==> src/formant_biquad_bank_mixer_top_macros.svh <==
// Assertion macros shared by the formant filter bank RTL.
`ifndef FORMANT_BIQUAD_BANK_MIXER_TOP_MACROS_SVH
`define FORMANT_BIQUAD_BANK_MIXER_TOP_MACROS_SVH
`ifndef ASSERT_OFF
`define FBM_ASSERT_NOW(label, clk, rst_n, ante, cons) \
	label: assert property (@(posedge clk) disable iff (!rst_n) (ante) |-> (cons)) \
	else $error("fbm assertion failed");
`define FBM_ASSERT_NEXT(label, clk, rst_n, ante, cons) \
	label: assert property (@(posedge clk) disable iff (!rst_n) (ante) |=> (cons)) \
	else $error("fbm assertion failed");
`define FBM_ASSERT_ALWAYS(label, clk, rst_n, cond) \
	label: assert property (@(posedge clk) disable iff (!rst_n) (cond)) \
	else $error("fbm assertion failed");
`else
`define FBM_ASSERT_NOW(label, clk, rst_n, ante, cons)
`define FBM_ASSERT_NEXT(label, clk, rst_n, ante, cons)
`define FBM_ASSERT_ALWAYS(label, clk, rst_n, cond)
`endif
`endif

==> src/fbm_pkg.sv <==
// Package with the constants, types and rounding helpers of the formant filter bank.
`timescale 1ns / 1ps
`default_nettype none
package fbm_pkg;

	localparam int NUM_FORMANTS  = 4;
	localparam int SAMPLE_BITS   = 24;
	localparam int NUM_COEF_REGS = 4;
	localparam int COEF_W        = 16;
	localparam int COEF_FRAC     = 14;
	localparam int Q15_FRAC      = 15;
	localparam int HIST_W        = 32;

	localparam int FIDX_W    = (NUM_FORMANTS > 1) ? $clog2(NUM_FORMANTS) : 1;
	localparam int CFG_IDX_W = $clog2(NUM_COEF_REGS + 2);
	localparam int CFG_DATA_W = 64;

	// Register indexes.
	localparam logic [CFG_IDX_W-1:0] REG_ENABLE     = CFG_IDX_W'(0);
	localparam int                   REG_COEF_FIRST = 1;
	localparam logic [CFG_IDX_W-1:0] REG_TILT       = CFG_IDX_W'(NUM_COEF_REGS + 1);

	// Datapath widths: the weighted sum of all filter outputs sets the widest operand.
	localparam int WET_BITS  = HIST_W + COEF_W + FIDX_W + 1;
	localparam int MUL_A_W   = WET_BITS - Q15_FRAC + 1;
	localparam int MUL_P_W   = MUL_A_W + COEF_W;
	localparam int ACC_W     = MUL_P_W + 1;

	localparam logic signed [COEF_W-1:0] MIX_DRY = COEF_W'(9830);
	localparam logic signed [COEF_W-1:0] MIX_WET = COEF_W'(22938);

	// Accumulator operations.
	localparam int OP_W = 3;
	localparam logic [OP_W-1:0] OP_NONE    = 3'd0;
	localparam logic [OP_W-1:0] OP_LOAD    = 3'd1;
	localparam logic [OP_W-1:0] OP_ADD     = 3'd2;
	localparam logic [OP_W-1:0] OP_SUB     = 3'd3;
	localparam logic [OP_W-1:0] OP_WET_ADD = 3'd4;
	localparam logic [OP_W-1:0] OP_WET_CLR = 3'd5;

	typedef struct packed {
		logic [OP_W-1:0]           op;
		logic signed [MUL_A_W-1:0] a;
		logic signed [COEF_W-1:0]  b;
	} mac_req_t;

	localparam logic signed [ACC_W:0] HALF_Q14 = (ACC_W+1)'(1) << (COEF_FRAC - 1);
	localparam logic signed [ACC_W:0] HALF_Q15 = (ACC_W+1)'(1) << (Q15_FRAC - 1);

	localparam logic signed [ACC_W-1:0] HIST_MAX =
		{{(ACC_W-HIST_W+1){1'b0}}, {(HIST_W-1){1'b1}}};
	localparam logic signed [ACC_W-1:0] HIST_MIN =
		{{(ACC_W-HIST_W+1){1'b1}}, {(HIST_W-1){1'b0}}};
	localparam logic signed [ACC_W-1:0] SMP_MAX =
		{{(ACC_W-SAMPLE_BITS+1){1'b0}}, {(SAMPLE_BITS-1){1'b1}}};
	localparam logic signed [ACC_W-1:0] SMP_MIN =
		{{(ACC_W-SAMPLE_BITS+1){1'b1}}, {(SAMPLE_BITS-1){1'b0}}};

	// Round half up, then drop the fraction bits.
	function automatic logic signed [ACC_W-1:0] rnd_q14(input logic signed [ACC_W-1:0] v);
		logic signed [ACC_W:0] t;
		t = $signed({v[ACC_W-1], v}) + HALF_Q14;
		return ACC_W'(t >>> COEF_FRAC);
	endfunction

	function automatic logic signed [ACC_W-1:0] rnd_q15(input logic signed [ACC_W-1:0] v);
		logic signed [ACC_W:0] t;
		t = $signed({v[ACC_W-1], v}) + HALF_Q15;
		return ACC_W'(t >>> Q15_FRAC);
	endfunction

	function automatic logic signed [HIST_W-1:0] sat_hist(input logic signed [ACC_W-1:0] v);
		logic signed [ACC_W-1:0] c;
		c = v;
		if (v > HIST_MAX) c = HIST_MAX;
		if (v < HIST_MIN) c = HIST_MIN;
		return HIST_W'(c);
	endfunction

	function automatic logic signed [SAMPLE_BITS-1:0] sat_smp(
		input logic signed [ACC_W-1:0] v);
		logic signed [ACC_W-1:0] c;
		c = v;
		if (v > SMP_MAX) c = SMP_MAX;
		if (v < SMP_MIN) c = SMP_MIN;
		return SAMPLE_BITS'(c);
	endfunction

endpackage
`default_nettype wire

==> src/fbm_if.sv <==
// Stream interfaces for the input samples and the shaped output samples.
`timescale 1ns / 1ps
`default_nettype none
interface fbm_in_if import fbm_pkg::*; ();
	logic                          valid;
	logic                          ready;
	logic signed [SAMPLE_BITS-1:0] sample_in;

	modport source (output valid, output sample_in, input ready);
	modport sink (input valid, input sample_in, output ready);
endinterface

interface fbm_out_if import fbm_pkg::*; ();
	logic                          valid;
	logic                          ready;
	logic signed [SAMPLE_BITS-1:0] sample_out;

	modport source (output valid, output sample_out, input ready);
	modport sink (input valid, input sample_out, output ready);
endinterface
`default_nettype wire

==> src/fbm_ram.sv <==
// Generic single-write, single-read RAM with a registered read port.
`timescale 1ns / 1ps
`default_nettype none
module fbm_ram #(
	parameter int WIDTH = 8,
	parameter int DEPTH = 4
) (
	input  wire logic                                      clk,
	input  wire logic                                      we,
	input  wire logic [((DEPTH > 1) ? $clog2(DEPTH) : 1)-1:0] waddr,
	input  wire logic [WIDTH-1:0]                          wdata,
	input  wire logic                                      re,
	input  wire logic [((DEPTH > 1) ? $clog2(DEPTH) : 1)-1:0] raddr,
	output logic      [WIDTH-1:0]                          rdata
);

	logic [WIDTH-1:0] mem_q [DEPTH];

	always_ff @(posedge clk) begin
		if (we) begin
			mem_q[waddr] <= wdata;
		end
		if (re) begin
			rdata <= mem_q[raddr];
		end
	end

endmodule
`default_nettype wire

==> src/fbm_mac.sv <==
// Shared multiplier with a filter accumulator and a weighted-sum accumulator.
`timescale 1ns / 1ps
`default_nettype none
module fbm_mac import fbm_pkg::*; (
	input  wire logic                    clk,
	input  wire logic                    arst_n,
	input  wire mac_req_t                req,
	output logic signed [ACC_W-1:0]      acc,
	output logic signed [ACC_W-1:0]      wet
);

	logic signed [MUL_P_W-1:0] prod_s1;
	logic [OP_W-1:0]           op_s1;
	logic signed [ACC_W-1:0]   acc_q;
	logic signed [ACC_W-1:0]   wet_q;
	logic signed [ACC_W-1:0]   prod_ext;

	assign prod_ext = ACC_W'(prod_s1);

	always_ff @(posedge clk or negedge arst_n) begin
		if (!arst_n) begin
			op_s1 <= OP_NONE;
		end else begin
			op_s1 <= req.op;
		end
	end

	// The product is registered before it reaches either accumulator.
	always_ff @(posedge clk) begin
		prod_s1 <= $signed(req.a) * $signed(req.b);
		case (op_s1)
			OP_LOAD:    acc_q <= prod_ext;
			OP_ADD:     acc_q <= acc_q + prod_ext;
			OP_SUB:     acc_q <= acc_q - prod_ext;
			OP_WET_ADD: wet_q <= wet_q + prod_ext;
			OP_WET_CLR: wet_q <= '0;
			default: begin
			end
		endcase
	end

	assign acc = acc_q;
	assign wet = wet_q;

endmodule
`default_nettype wire

==> src/formant_biquad_bank_mixer_top.sv <==
// Top level of the formant filter bank: bandpass biquads, dry/wet mix and tilt.
//
// One input sample is taken per transfer on the samples channel and exactly one
// shaped sample leaves per transfer on the shaped channel, in the same order.
// The user must write filter coefficients, gains, tilt and the enable bit through
// the cfg_we / cfg_index / cfg_data port only while the block is idle; the block
// does not enforce this. The two output history values of every filter live in a
// small RAM, one entry per filter, read once and written once per sample; the
// shared multiplier steps through the filters, so it sets the processing time.
// With processing enabled each filter in turn gets its b0, a1 and a2 products,
// its new output written back and its gain product; the wet sum, the dry/wet mix
// and, when the tilt is non-zero, the tilt step follow.
// When disabled the input is passed through unchanged. In both modes the next
// sample is taken only once the result has moved to the output register.
// The result waits in an output register; if the receiver stalls, the block
// finishes its work and holds in its final step until that register is free.
// Reset clears the enable bit, all coefficients, the tilt, the input and tilt
// history and the valid bits of the filter history, which then reads as zero.
`timescale 1ns / 1ps
`default_nettype none
`include "formant_biquad_bank_mixer_top_macros.svh"
module formant_biquad_bank_mixer_top import fbm_pkg::*; (
	input  wire logic                  clk,
	input  wire logic                  arst_n,
	input  wire logic                  cfg_we,
	input  wire logic [CFG_IDX_W-1:0]  cfg_index,
	input  wire logic [CFG_DATA_W-1:0] cfg_data,
	fbm_in_if.sink                     samples,
	fbm_out_if.source                  shaped
);

	localparam int ST_W = 5;
	localparam logic [ST_W-1:0] ST_IDLE = 5'd0;
	localparam logic [ST_W-1:0] ST_MB   = 5'd1;
	localparam logic [ST_W-1:0] ST_MA1  = 5'd2;
	localparam logic [ST_W-1:0] ST_MA2  = 5'd3;
	localparam logic [ST_W-1:0] ST_Y    = 5'd4;
	localparam logic [ST_W-1:0] ST_WB   = 5'd5;
	localparam logic [ST_W-1:0] ST_G    = 5'd6;
	localparam logic [ST_W-1:0] ST_WET  = 5'd7;
	localparam logic [ST_W-1:0] ST_WR   = 5'd8;
	localparam logic [ST_W-1:0] ST_MX   = 5'd9;
	localparam logic [ST_W-1:0] ST_MD   = 5'd10;
	localparam logic [ST_W-1:0] ST_MS   = 5'd11;
	localparam logic [ST_W-1:0] ST_M    = 5'd12;
	localparam logic [ST_W-1:0] ST_T    = 5'd13;
	localparam logic [ST_W-1:0] ST_TW   = 5'd14;
	localparam logic [ST_W-1:0] ST_TR   = 5'd15;
	localparam logic [ST_W-1:0] ST_FIN  = 5'd16;

	// Configuration registers.
	logic                     enable_q;
	logic signed [COEF_W-1:0] tilt_q;
	logic [CFG_DATA_W-1:0]    coef_q [NUM_FORMANTS];

	// Sequencer and model state held in flip-flops.
	logic [ST_W-1:0]               state_q;
	logic [FIDX_W-1:0]             f_q;
	logic                          proc_q;
	logic                          out_valid_q;
	logic signed [SAMPLE_BITS-1:0] xh0_q;
	logic signed [SAMPLE_BITS-1:0] xh1_q;
	logic signed [SAMPLE_BITS-1:0] prev_q;
	logic [NUM_FORMANTS-1:0]       hist_valid_q;

	// Working values of the sample in flight.
	logic signed [SAMPLE_BITS-1:0] x_q;
	logic signed [SAMPLE_BITS:0]   d_q;
	logic signed [HIST_W-1:0]      y_q;
	logic signed [MUL_A_W-1:0]     w_q;
	logic signed [SAMPLE_BITS-1:0] m_q;
	logic signed [SAMPLE_BITS-1:0] res_q;
	logic signed [SAMPLE_BITS-1:0] out_data_q;

	logic                          in_acc;
	logic                          last_f;
	logic                          out_free;
	logic                          ram_re;
	logic                          ram_we;
	logic [FIDX_W-1:0]             ram_raddr;
	logic [2*HIST_W-1:0]           ram_wdata;
	logic [2*HIST_W-1:0]           ram_rdata;
	logic signed [HIST_W-1:0]      hist_y1;
	logic signed [HIST_W-1:0]      hist_y2;
	logic [CFG_DATA_W-1:0]         coef_sel;
	logic signed [COEF_W-1:0]      c_b0;
	logic signed [COEF_W-1:0]      c_a1;
	logic signed [COEF_W-1:0]      c_a2;
	logic signed [COEF_W-1:0]      c_gain;
	logic signed [SAMPLE_BITS:0]   tilt_diff;
	logic signed [HIST_W-1:0]      y_new;
	logic signed [ACC_W-1:0]       mac_acc;
	logic signed [ACC_W-1:0]       mac_wet;
	mac_req_t                      mac_req;

	assign in_acc   = samples.valid && samples.ready;
	assign last_f   = (f_q == FIDX_W'(NUM_FORMANTS - 1));
	assign out_free = !out_valid_q || shaped.ready;

	assign samples.ready     = (state_q == ST_IDLE);
	assign shaped.valid      = out_valid_q;
	assign shaped.sample_out = out_data_q;

	// Configuration writes: registers for filters that do not exist are ignored.
	always_ff @(posedge clk or negedge arst_n) begin
		if (!arst_n) begin
			enable_q <= 1'b0;
			tilt_q   <= '0;
			for (int i = 0; i < NUM_FORMANTS; i++) begin
				coef_q[i] <= '0;
			end
		end else if (cfg_we) begin
			if (cfg_index == REG_ENABLE) begin
				enable_q <= cfg_data[0];
			end
			if (cfg_index == REG_TILT) begin
				tilt_q <= $signed(cfg_data[COEF_W-1:0]);
			end
			for (int i = 0; i < NUM_FORMANTS; i++) begin
				if (i < NUM_COEF_REGS && cfg_index == CFG_IDX_W'(REG_COEF_FIRST + i)) begin
					coef_q[i] <= cfg_data;
				end
			end
		end
	end

	// Coefficients of the filter being worked on.
	assign coef_sel = coef_q[f_q];
	assign c_b0     = $signed(coef_sel[COEF_W-1:0]);
	assign c_a1     = $signed(coef_sel[2*COEF_W-1:COEF_W]);
	assign c_a2     = $signed(coef_sel[3*COEF_W-1:2*COEF_W]);
	assign c_gain   = $signed(coef_sel[4*COEF_W-1:3*COEF_W]);

	// History entry: upper half is y[n-1], lower half is y[n-2]. An entry never
	// written since reset reads as zero.
	assign hist_y1 = hist_valid_q[f_q] ? $signed(ram_rdata[2*HIST_W-1:HIST_W]) : '0;
	assign hist_y2 = hist_valid_q[f_q] ? $signed(ram_rdata[HIST_W-1:0]) : '0;

	// The first filter's entry is fetched on the transfer, the next one while
	// the current filter's gain product is issued.
	assign ram_re    = (state_q == ST_IDLE && in_acc) || (state_q == ST_G && !last_f);
	assign ram_raddr = (state_q == ST_G) ? FIDX_W'(f_q + 1'b1) : '0;

	assign y_new     = sat_hist(rnd_q14(mac_acc));
	assign ram_we    = (state_q == ST_WB);
	assign ram_wdata = {y_new, hist_y1};

	assign tilt_diff = (SAMPLE_BITS+1)'(m_q) - (SAMPLE_BITS+1)'(prev_q);

	fbm_ram #(
		.WIDTH (2 * HIST_W),
		.DEPTH (NUM_FORMANTS)
	) u_hist_ram (
		.clk   (clk),
		.we    (ram_we),
		.waddr (f_q),
		.wdata (ram_wdata),
		.re    (ram_re),
		.raddr (ram_raddr),
		.rdata (ram_rdata)
	);

	// Operands for the shared multiplier. Each product and its operation are
	// registered before the accumulators take them up.
	always_comb begin
		mac_req.op = OP_NONE;
		mac_req.a  = '0;
		mac_req.b  = '0;
		case (state_q)
			ST_IDLE: begin
				if (in_acc) begin
					mac_req.op = OP_WET_CLR;
				end
			end
			ST_MB: begin
				mac_req.op = OP_LOAD;
				mac_req.a  = MUL_A_W'(d_q);
				mac_req.b  = c_b0;
			end
			ST_MA1: begin
				mac_req.op = OP_SUB;
				mac_req.a  = MUL_A_W'(hist_y1);
				mac_req.b  = c_a1;
			end
			ST_MA2: begin
				mac_req.op = OP_SUB;
				mac_req.a  = MUL_A_W'(hist_y2);
				mac_req.b  = c_a2;
			end
			ST_G: begin
				mac_req.op = OP_WET_ADD;
				mac_req.a  = MUL_A_W'(y_q);
				mac_req.b  = c_gain;
			end
			ST_MX: begin
				mac_req.op = OP_LOAD;
				mac_req.a  = w_q;
				mac_req.b  = MIX_WET;
			end
			ST_MD: begin
				mac_req.op = OP_ADD;
				mac_req.a  = MUL_A_W'(x_q);
				mac_req.b  = MIX_DRY;
			end
			ST_T: begin
				if (tilt_q != '0) begin
					mac_req.op = OP_LOAD;
					mac_req.a  = MUL_A_W'(tilt_diff);
					mac_req.b  = tilt_q;
				end
			end
			default: begin
			end
		endcase
	end

	fbm_mac u_mac (
		.clk    (clk),
		.arst_n (arst_n),
		.req    (mac_req),
		.acc    (mac_acc),
		.wet    (mac_wet)
	);

	// Sequencer and the state that the sample leaves behind.
	always_ff @(posedge clk or negedge arst_n) begin
		if (!arst_n) begin
			state_q      <= ST_IDLE;
			f_q          <= '0;
			proc_q       <= 1'b0;
			out_valid_q  <= 1'b0;
			xh0_q        <= '0;
			xh1_q        <= '0;
			prev_q       <= '0;
			hist_valid_q <= '0;
		end else begin
			if (out_valid_q && shaped.ready) begin
				out_valid_q <= 1'b0;
			end
			case (state_q)
				ST_IDLE: begin
					if (in_acc) begin
						f_q    <= '0;
						proc_q <= enable_q;
						state_q <= enable_q ? ST_MB : ST_FIN;
					end
				end
				ST_MB:  state_q <= ST_MA1;
				ST_MA1: state_q <= ST_MA2;
				ST_MA2: state_q <= ST_Y;
				ST_Y:   state_q <= ST_WB;
				ST_WB: begin
					hist_valid_q[f_q] <= 1'b1;
					state_q <= ST_G;
				end
				ST_G: begin
					if (last_f) begin
						state_q <= ST_WET;
					end else begin
						f_q     <= f_q + 1'b1;
						state_q <= ST_MB;
					end
				end
				ST_WET: state_q <= ST_WR;
				ST_WR: state_q <= ST_MX;
				ST_MX: state_q <= ST_MD;
				ST_MD: state_q <= ST_MS;
				ST_MS: state_q <= ST_M;
				ST_M:  state_q <= ST_T;
				ST_T: begin
					if (tilt_q != '0) begin
						prev_q  <= m_q;
						state_q <= ST_TW;
					end else begin
						state_q <= ST_FIN;
					end
				end
				ST_TW: state_q <= ST_TR;
				ST_TR: state_q <= ST_FIN;
				ST_FIN: begin
					if (out_free) begin
						out_valid_q <= 1'b1;
						if (proc_q) begin
							xh1_q <= xh0_q;
							xh0_q <= x_q;
						end
						state_q <= ST_IDLE;
					end
				end
				default: state_q <= ST_IDLE;
			endcase
		end
	end

	// Data registers of the sample in flight.
	always_ff @(posedge clk) begin
		case (state_q)
			ST_IDLE: begin
				if (in_acc) begin
					x_q   <= samples.sample_in;
					d_q   <= (SAMPLE_BITS+1)'(samples.sample_in) - (SAMPLE_BITS+1)'(xh1_q);
					res_q <= samples.sample_in;
				end
			end
			ST_WB: y_q <= y_new;
			ST_WR: w_q <= MUL_A_W'(rnd_q15(mac_wet));
			ST_M:  m_q <= sat_smp(rnd_q15(mac_acc));
			ST_T: begin
				if (tilt_q == '0) begin
					res_q <= m_q;
				end
			end
			ST_TR: res_q <= sat_smp(ACC_W'(m_q) - rnd_q15(mac_acc));
			ST_FIN: begin
				if (out_free) begin
					out_data_q <= res_q;
				end
			end
			default: begin
			end
		endcase
	end

	// A transfer starts either the filter walk or the pass-through path.
	`FBM_ASSERT_NEXT(a_accept_start, clk, arst_n, in_acc, state_q == ST_MB || state_q == ST_FIN)
	// A finished result with a free output register is presented next cycle.
	`FBM_ASSERT_NEXT(a_fin_out, clk, arst_n, state_q == ST_FIN && out_free, shaped.valid && state_q == ST_IDLE)
	// With the tilt off the previous mix value is left alone.
	`FBM_ASSERT_NEXT(a_tilt_hold, clk, arst_n, state_q == ST_T && tilt_q == '0, $stable(prev_q))
	// The filter index never leaves the bank.
	`FBM_ASSERT_ALWAYS(a_f_range, clk, arst_n, 32'(f_q) < NUM_FORMANTS)
	// History is only written while a sample is being processed.
	`FBM_ASSERT_NOW(a_wb_proc, clk, arst_n, ram_we, proc_q && !samples.ready)

endmodule
`default_nettype wire

==> src/flat_wrapper.sv <==
// flat-port wrapper written by rule: the top's interface ports become plain ports
module formant_biquad_bank_mixer_top_flat import fbm_pkg::*;
  (clk, arst_n, cfg_we, cfg_index, cfg_data, samples_valid, samples_sample_in, samples_ready, shaped_valid, shaped_sample_out, shaped_ready);
  fbm_in_if samples_i ();
  fbm_out_if shaped_i ();
  input  wire logic clk;
  input  wire logic arst_n;
  input  wire logic cfg_we;
  input  wire logic [CFG_IDX_W-1:0] cfg_index;
  input  wire logic [CFG_DATA_W-1:0] cfg_data;
  input wire logic [$bits(samples_i.valid)-1:0] samples_valid;
  input wire logic [$bits(samples_i.sample_in)-1:0] samples_sample_in;
  output wire logic [$bits(samples_i.ready)-1:0] samples_ready;
  output wire logic [$bits(shaped_i.valid)-1:0] shaped_valid;
  output wire logic [$bits(shaped_i.sample_out)-1:0] shaped_sample_out;
  input wire logic [$bits(shaped_i.ready)-1:0] shaped_ready;
  assign samples_i.valid = samples_valid;
  assign samples_i.sample_in = samples_sample_in;
  assign samples_ready = samples_i.ready;
  assign shaped_valid = shaped_i.valid;
  assign shaped_sample_out = shaped_i.sample_out;
  assign shaped_i.ready = shaped_ready;
  formant_biquad_bank_mixer_top u_core (.clk(clk), .arst_n(arst_n), .cfg_we(cfg_we), .cfg_index(cfg_index), .cfg_data(cfg_data), .samples(samples_i), .shaped(shaped_i));
endmodule
==> config.mk <==
export PLATFORM = sky130hd
export DESIGN_NAME = formant_biquad_bank_mixer_top_flat
export DESIGN_NICKNAME = d
export VERILOG_FILES = /design/src/fbm_pkg.sv /design/src/fbm_if.sv /design/src/fbm_ram.sv /design/src/fbm_mac.sv /design/src/formant_biquad_bank_mixer_top.sv /design/src/flat_wrapper.sv
export VERILOG_INCLUDE_DIRS = /design/src /design/src/src
export SDC_FILE = /design/constraint.sdc
export NUM_CORES = 2
export LEC_CHECK = 0
export ABC_AREA = 1
export BUFFER_PORTS_ARGS = -buffer_cell sky130_fd_sc_hd__buf_4
export CAP_MARGIN = 10
export CORE_UTILIZATION = 45
export CTS_CLUSTER_DIAMETER = 80
export DETAILED_ROUTE_END_ITERATION = 16
export PLACE_DENSITY = 0.7
export RECOVER_POWER = 50
export SLEW_MARGIN = 5
export SYNTH_ARGS = -nofsm -noshare
export SYNTH_HDL_FRONTEND = slang
export SYNTH_HIERARCHICAL = 1
export SYNTH_SLANG_ARGS = --single-unit
==> constraint.sdc <==
create_clock -name clk -period 11.8 [get_ports clk]
set_input_delay 1.77 -clock clk [delete_from_list [all_inputs] [get_ports clk]]
set_output_delay 1.77 -clock clk [all_outputs]
set_load 0.1 [all_outputs]
==> PnR_summary.wiki <==
{| class="wikitable"
! Metric !! Value
|-
| Maximum clock frequency || 0.0914 GHz
|-
| Clock Latency Late Sink || 800 ps
|-
| Die Area || 183,000 um2
|-
| Most common cell after layout, fill and taps aside || nand2_1
|-
| Worst slew slack as a fraction of its limit || -266%
|-
| Overall track demand over capacity in global routing || 31.0%
|-
| Reg2reg end || u_core/u_mac/prod_s1[50]$_DFF_P_
|-
| Kind of start point of the critical path || flop
|-
| Final core area utilization || 49.7%
|-
| Final antenna-violating net count || 0
|-
| Cell area after layout || 89,000 um2
|-
| Path category of the worst min-delay check || reg2reg
|-
| Number of top-level pins || 122
|-
| Placed cell count || 12,700
|-
| Period utilization || 92.7%
|-
| Vias in the first global route || 68,600
|-
| Area Growth Syn to Fin || 9.28%
|-
| Violated checks || capacitance limit, slew limit
|-
| Critical Path RT || 12,450 ps
|-
| Ratio of cells with drive above 1 in the final layout || 5.71%
|-
| Net count after synthesis || 11,400
|-
| Most used cells in the layout excluding fill and tap cells || 2,859 x nand2_1, 2,031 x inv_1, 767 x nor2_1
|-
| Port Buffer Count || 121
|-
| Number of sinks on the clock net || 1,030
|-
| Status || finished with violations
|-
| Clock transition at the register clock pins on the worst setup and hold paths after CTS || 60 ps
|-
| Final Hold Fails || 0
|-
| Setup Fix Bufs, Post-CTS || 0
|-
| Top fanout value on the critical path || 28
|-
| Number of fillers in the final layout || 17,200
|-
| Total global routing overflow || 0
|-
| Pin slew with the least headroom to its limit || 5490 ps
|-
| Antenna violations before repair || 7
|-
| Final Max Slew Viols || 1,036
|-
| Effective utilization at floorplan || 45.5%
|-
| Origin of the worst setup path || u_core/f_q[1]$_DFFE_PN0P_
|-
| Placement Cell Area || 84,900 um2
|-
| # setup viols final || 0
|-
| Via total after detailed routing || 70,600
|-
| Site Rows || 155
|-
| Syn_area_per_cell || 7.79 um2
|-
| Aggregate routed wire length || 284,000 um
|-
| Register Area || 28,600 um2
|-
| CTS H-tree lvls || 3
|-
| Layout Skew || 81.1 ps
|-
| Path type of the worst setup path || reg2reg
|-
| Wire length of the first global-routing pass || 426,000 um
|-
| # resized after CTS || 0
|-
| Number of synthesis warnings || 6
|-
| Cell Area, Synth || 81,500 um2
|-
| Crit path arrival time || 11,590 ps
|-
| Final cell count without fillers || 12,900
|-
| Most numerous cell on the critical path || inv_1
|-
| CTS tree || done
|-
| Minimum setup slack among reg-to-reg paths || 860 ps
|-
| Cells after synthesis || 10,500
|-
| Overall die height || 427 um
|-
| Via/cell ratio || 5.47
|-
| Weighted congestion at the end of routability-driven global placement || 1.01
|-
| Slowest library cell on the worst path || dfrtp_1
|-
| Largest net degree at the start of global routing || 103
|-
| Reg-to-reg critical path startpoint || u_core/f_q[1]$_DFFE_PN0P_
|-
| Capture point of the critical path || u_core/u_mac/prod_s1[50]$_DFF_P_
|-
| Die W || 427 um
|-
| Critical path's largest stage delay || 1110 ps
|-
| Fin nets || 11,400
|-
| Maximum clock insertion buffer count || 3
|-
| Final Critical Period || 10,940 ps
|-
| First drt pass iteration count || 6
|-
| Floorplan Core Area || 179,000 um2
|-
| CTS hold repair buffers || 0
|-
| Half-perimeter wire length of the detailed placement result || 218,000 um
|-
| Count of unresolved DRC violations after routing || 0
|-
| Drt wl/cell || 22.0 um
|-
| Number of clock buffers inserted by TritonCTS || 119
|-
| RSZ-0062 raised after global routing || false
|-
| Combined area of the multi-input logic cells || 43,900 um2
|-
| Library cell used as clock root buffer || clkbuf_16
|-
| 1st-iter DRT viols || 7,811
|-
| Kind of end point of the critical path || flop
|-
| Count of cells along the worst register-to-register path || 28
|-
| TNS Setup || 0 ps
|-
| Max Cap Violations || 18
|}
==> sequential cells by signal (all words and copies together), names as in the netlist, 2 cells and up <==
| name | flops |
|---|---|
| u_core/u_hist_ram/mem_q | 256 |
| u_core/u_mac/acc | 54 |
| u_core/tilt_q | 16 |
| u_core/xh1_q | 24 |
| u_core/coef_q | 256 |
| u_core/u_mac/prod_s1 | 53 |
| u_core/state_q | 5 |
| u_core/prev_q | 24 |
| u_core/d_q | 25 |
| u_core/u_hist_ram/rdata | 64 |
| u_core/f_q | 2 |
| u_core/m_q | 24 |
| u_core/res_q | 24 |
| u_core/hist_valid_q | 4 |
| u_core/w_q | 37 |
| u_core/x_q | 24 |
| u_core/u_mac/wet | 52 |
| u_core/xh0_q | 24 |
| u_core/u_mac/op_s1 | 3 |
| u_core/y_q | 32 |
| u_core/shaped.sample_out | 24 |
==> worst max-delay path, delay by kind of cell (launching register included) <==
kind / cells / cell delay (ps)
adders and majority gates: 7 / 4120
AOI/OAI and AO/OA: 4 / 1190
and+or+nand+nor: 10 / 2980
DFF: 1 / 1110
buffers and inverters: 7 / 1420
==> routing by layer <==
layer / vias up / share of wire, % / global-route usage [%]
li1: 32700 / - / -
met1: 34200 / 42 / 43.3
met2: 3219 / 44 / 47.8
met3: 570 / 9.1 / 5.54
met4: 2 / 4.4 / 11.8
met5: - / 0.0063 / 0
==> through the flow <==
step | hold WS [ps] | worst slack [ps]
after CTS | 420 | 1080
after global placement | 405 | 1320
final | 417 | 862
after global routing | 427 | 165
after floorplan | 400 | 3530
after detailed placement | 406 | 1170
==> layout make-up <==
cell class                      count  share of cell area [%]
Multi-Input combinational cell   7006                    49.3
Clock inverter                     70                    1.09
Clock buffer                      158                    3.74
Antenna cell                        5                  0.0141
Timing Repair Buffer              231                    1.77
Inverter                         2057                    8.68
Sequential cell                  1030                    32.1
Tap cell                         2355                    3.31
==> worst min-delay path by stage <==
| stage | slack [ps] | from | endpoint | cells past startpoint |
|---|---|---|---|---|
| floorplan | 400 | u_core/res_q[0]$_DFFE_PP_ | u_core/shaped.sample_out[0]$_DFFE_PP_ | 0 |
| global placement | 410 | u_core/res_q[20]$_DFFE_PP_ | u_core/shaped.sample_out[20]$_DFFE_PP_ | 0 |
| detailed placement | 410 | u_core/res_q[19]$_DFFE_PP_ | u_core/shaped.sample_out[19]$_DFFE_PP_ | 0 |
| CTS | 420 | u_core/res_q[3]$_DFFE_PP_ | u_core/shaped.sample_out[3]$_DFFE_PP_ | 0 |
| global route | 430 | u_core/res_q[1]$_DFFE_PP_ | u_core/shaped.sample_out[1]$_DFFE_PP_ | 0 |
| finish | 420 | u_core/res_q[3]$_DFFE_PP_ | u_core/shaped.sample_out[3]$_DFFE_PP_ | 0 |
Power is not shown: default switching activity piles up to over one toggle a cycle in this logic, so the estimate is an artifact.
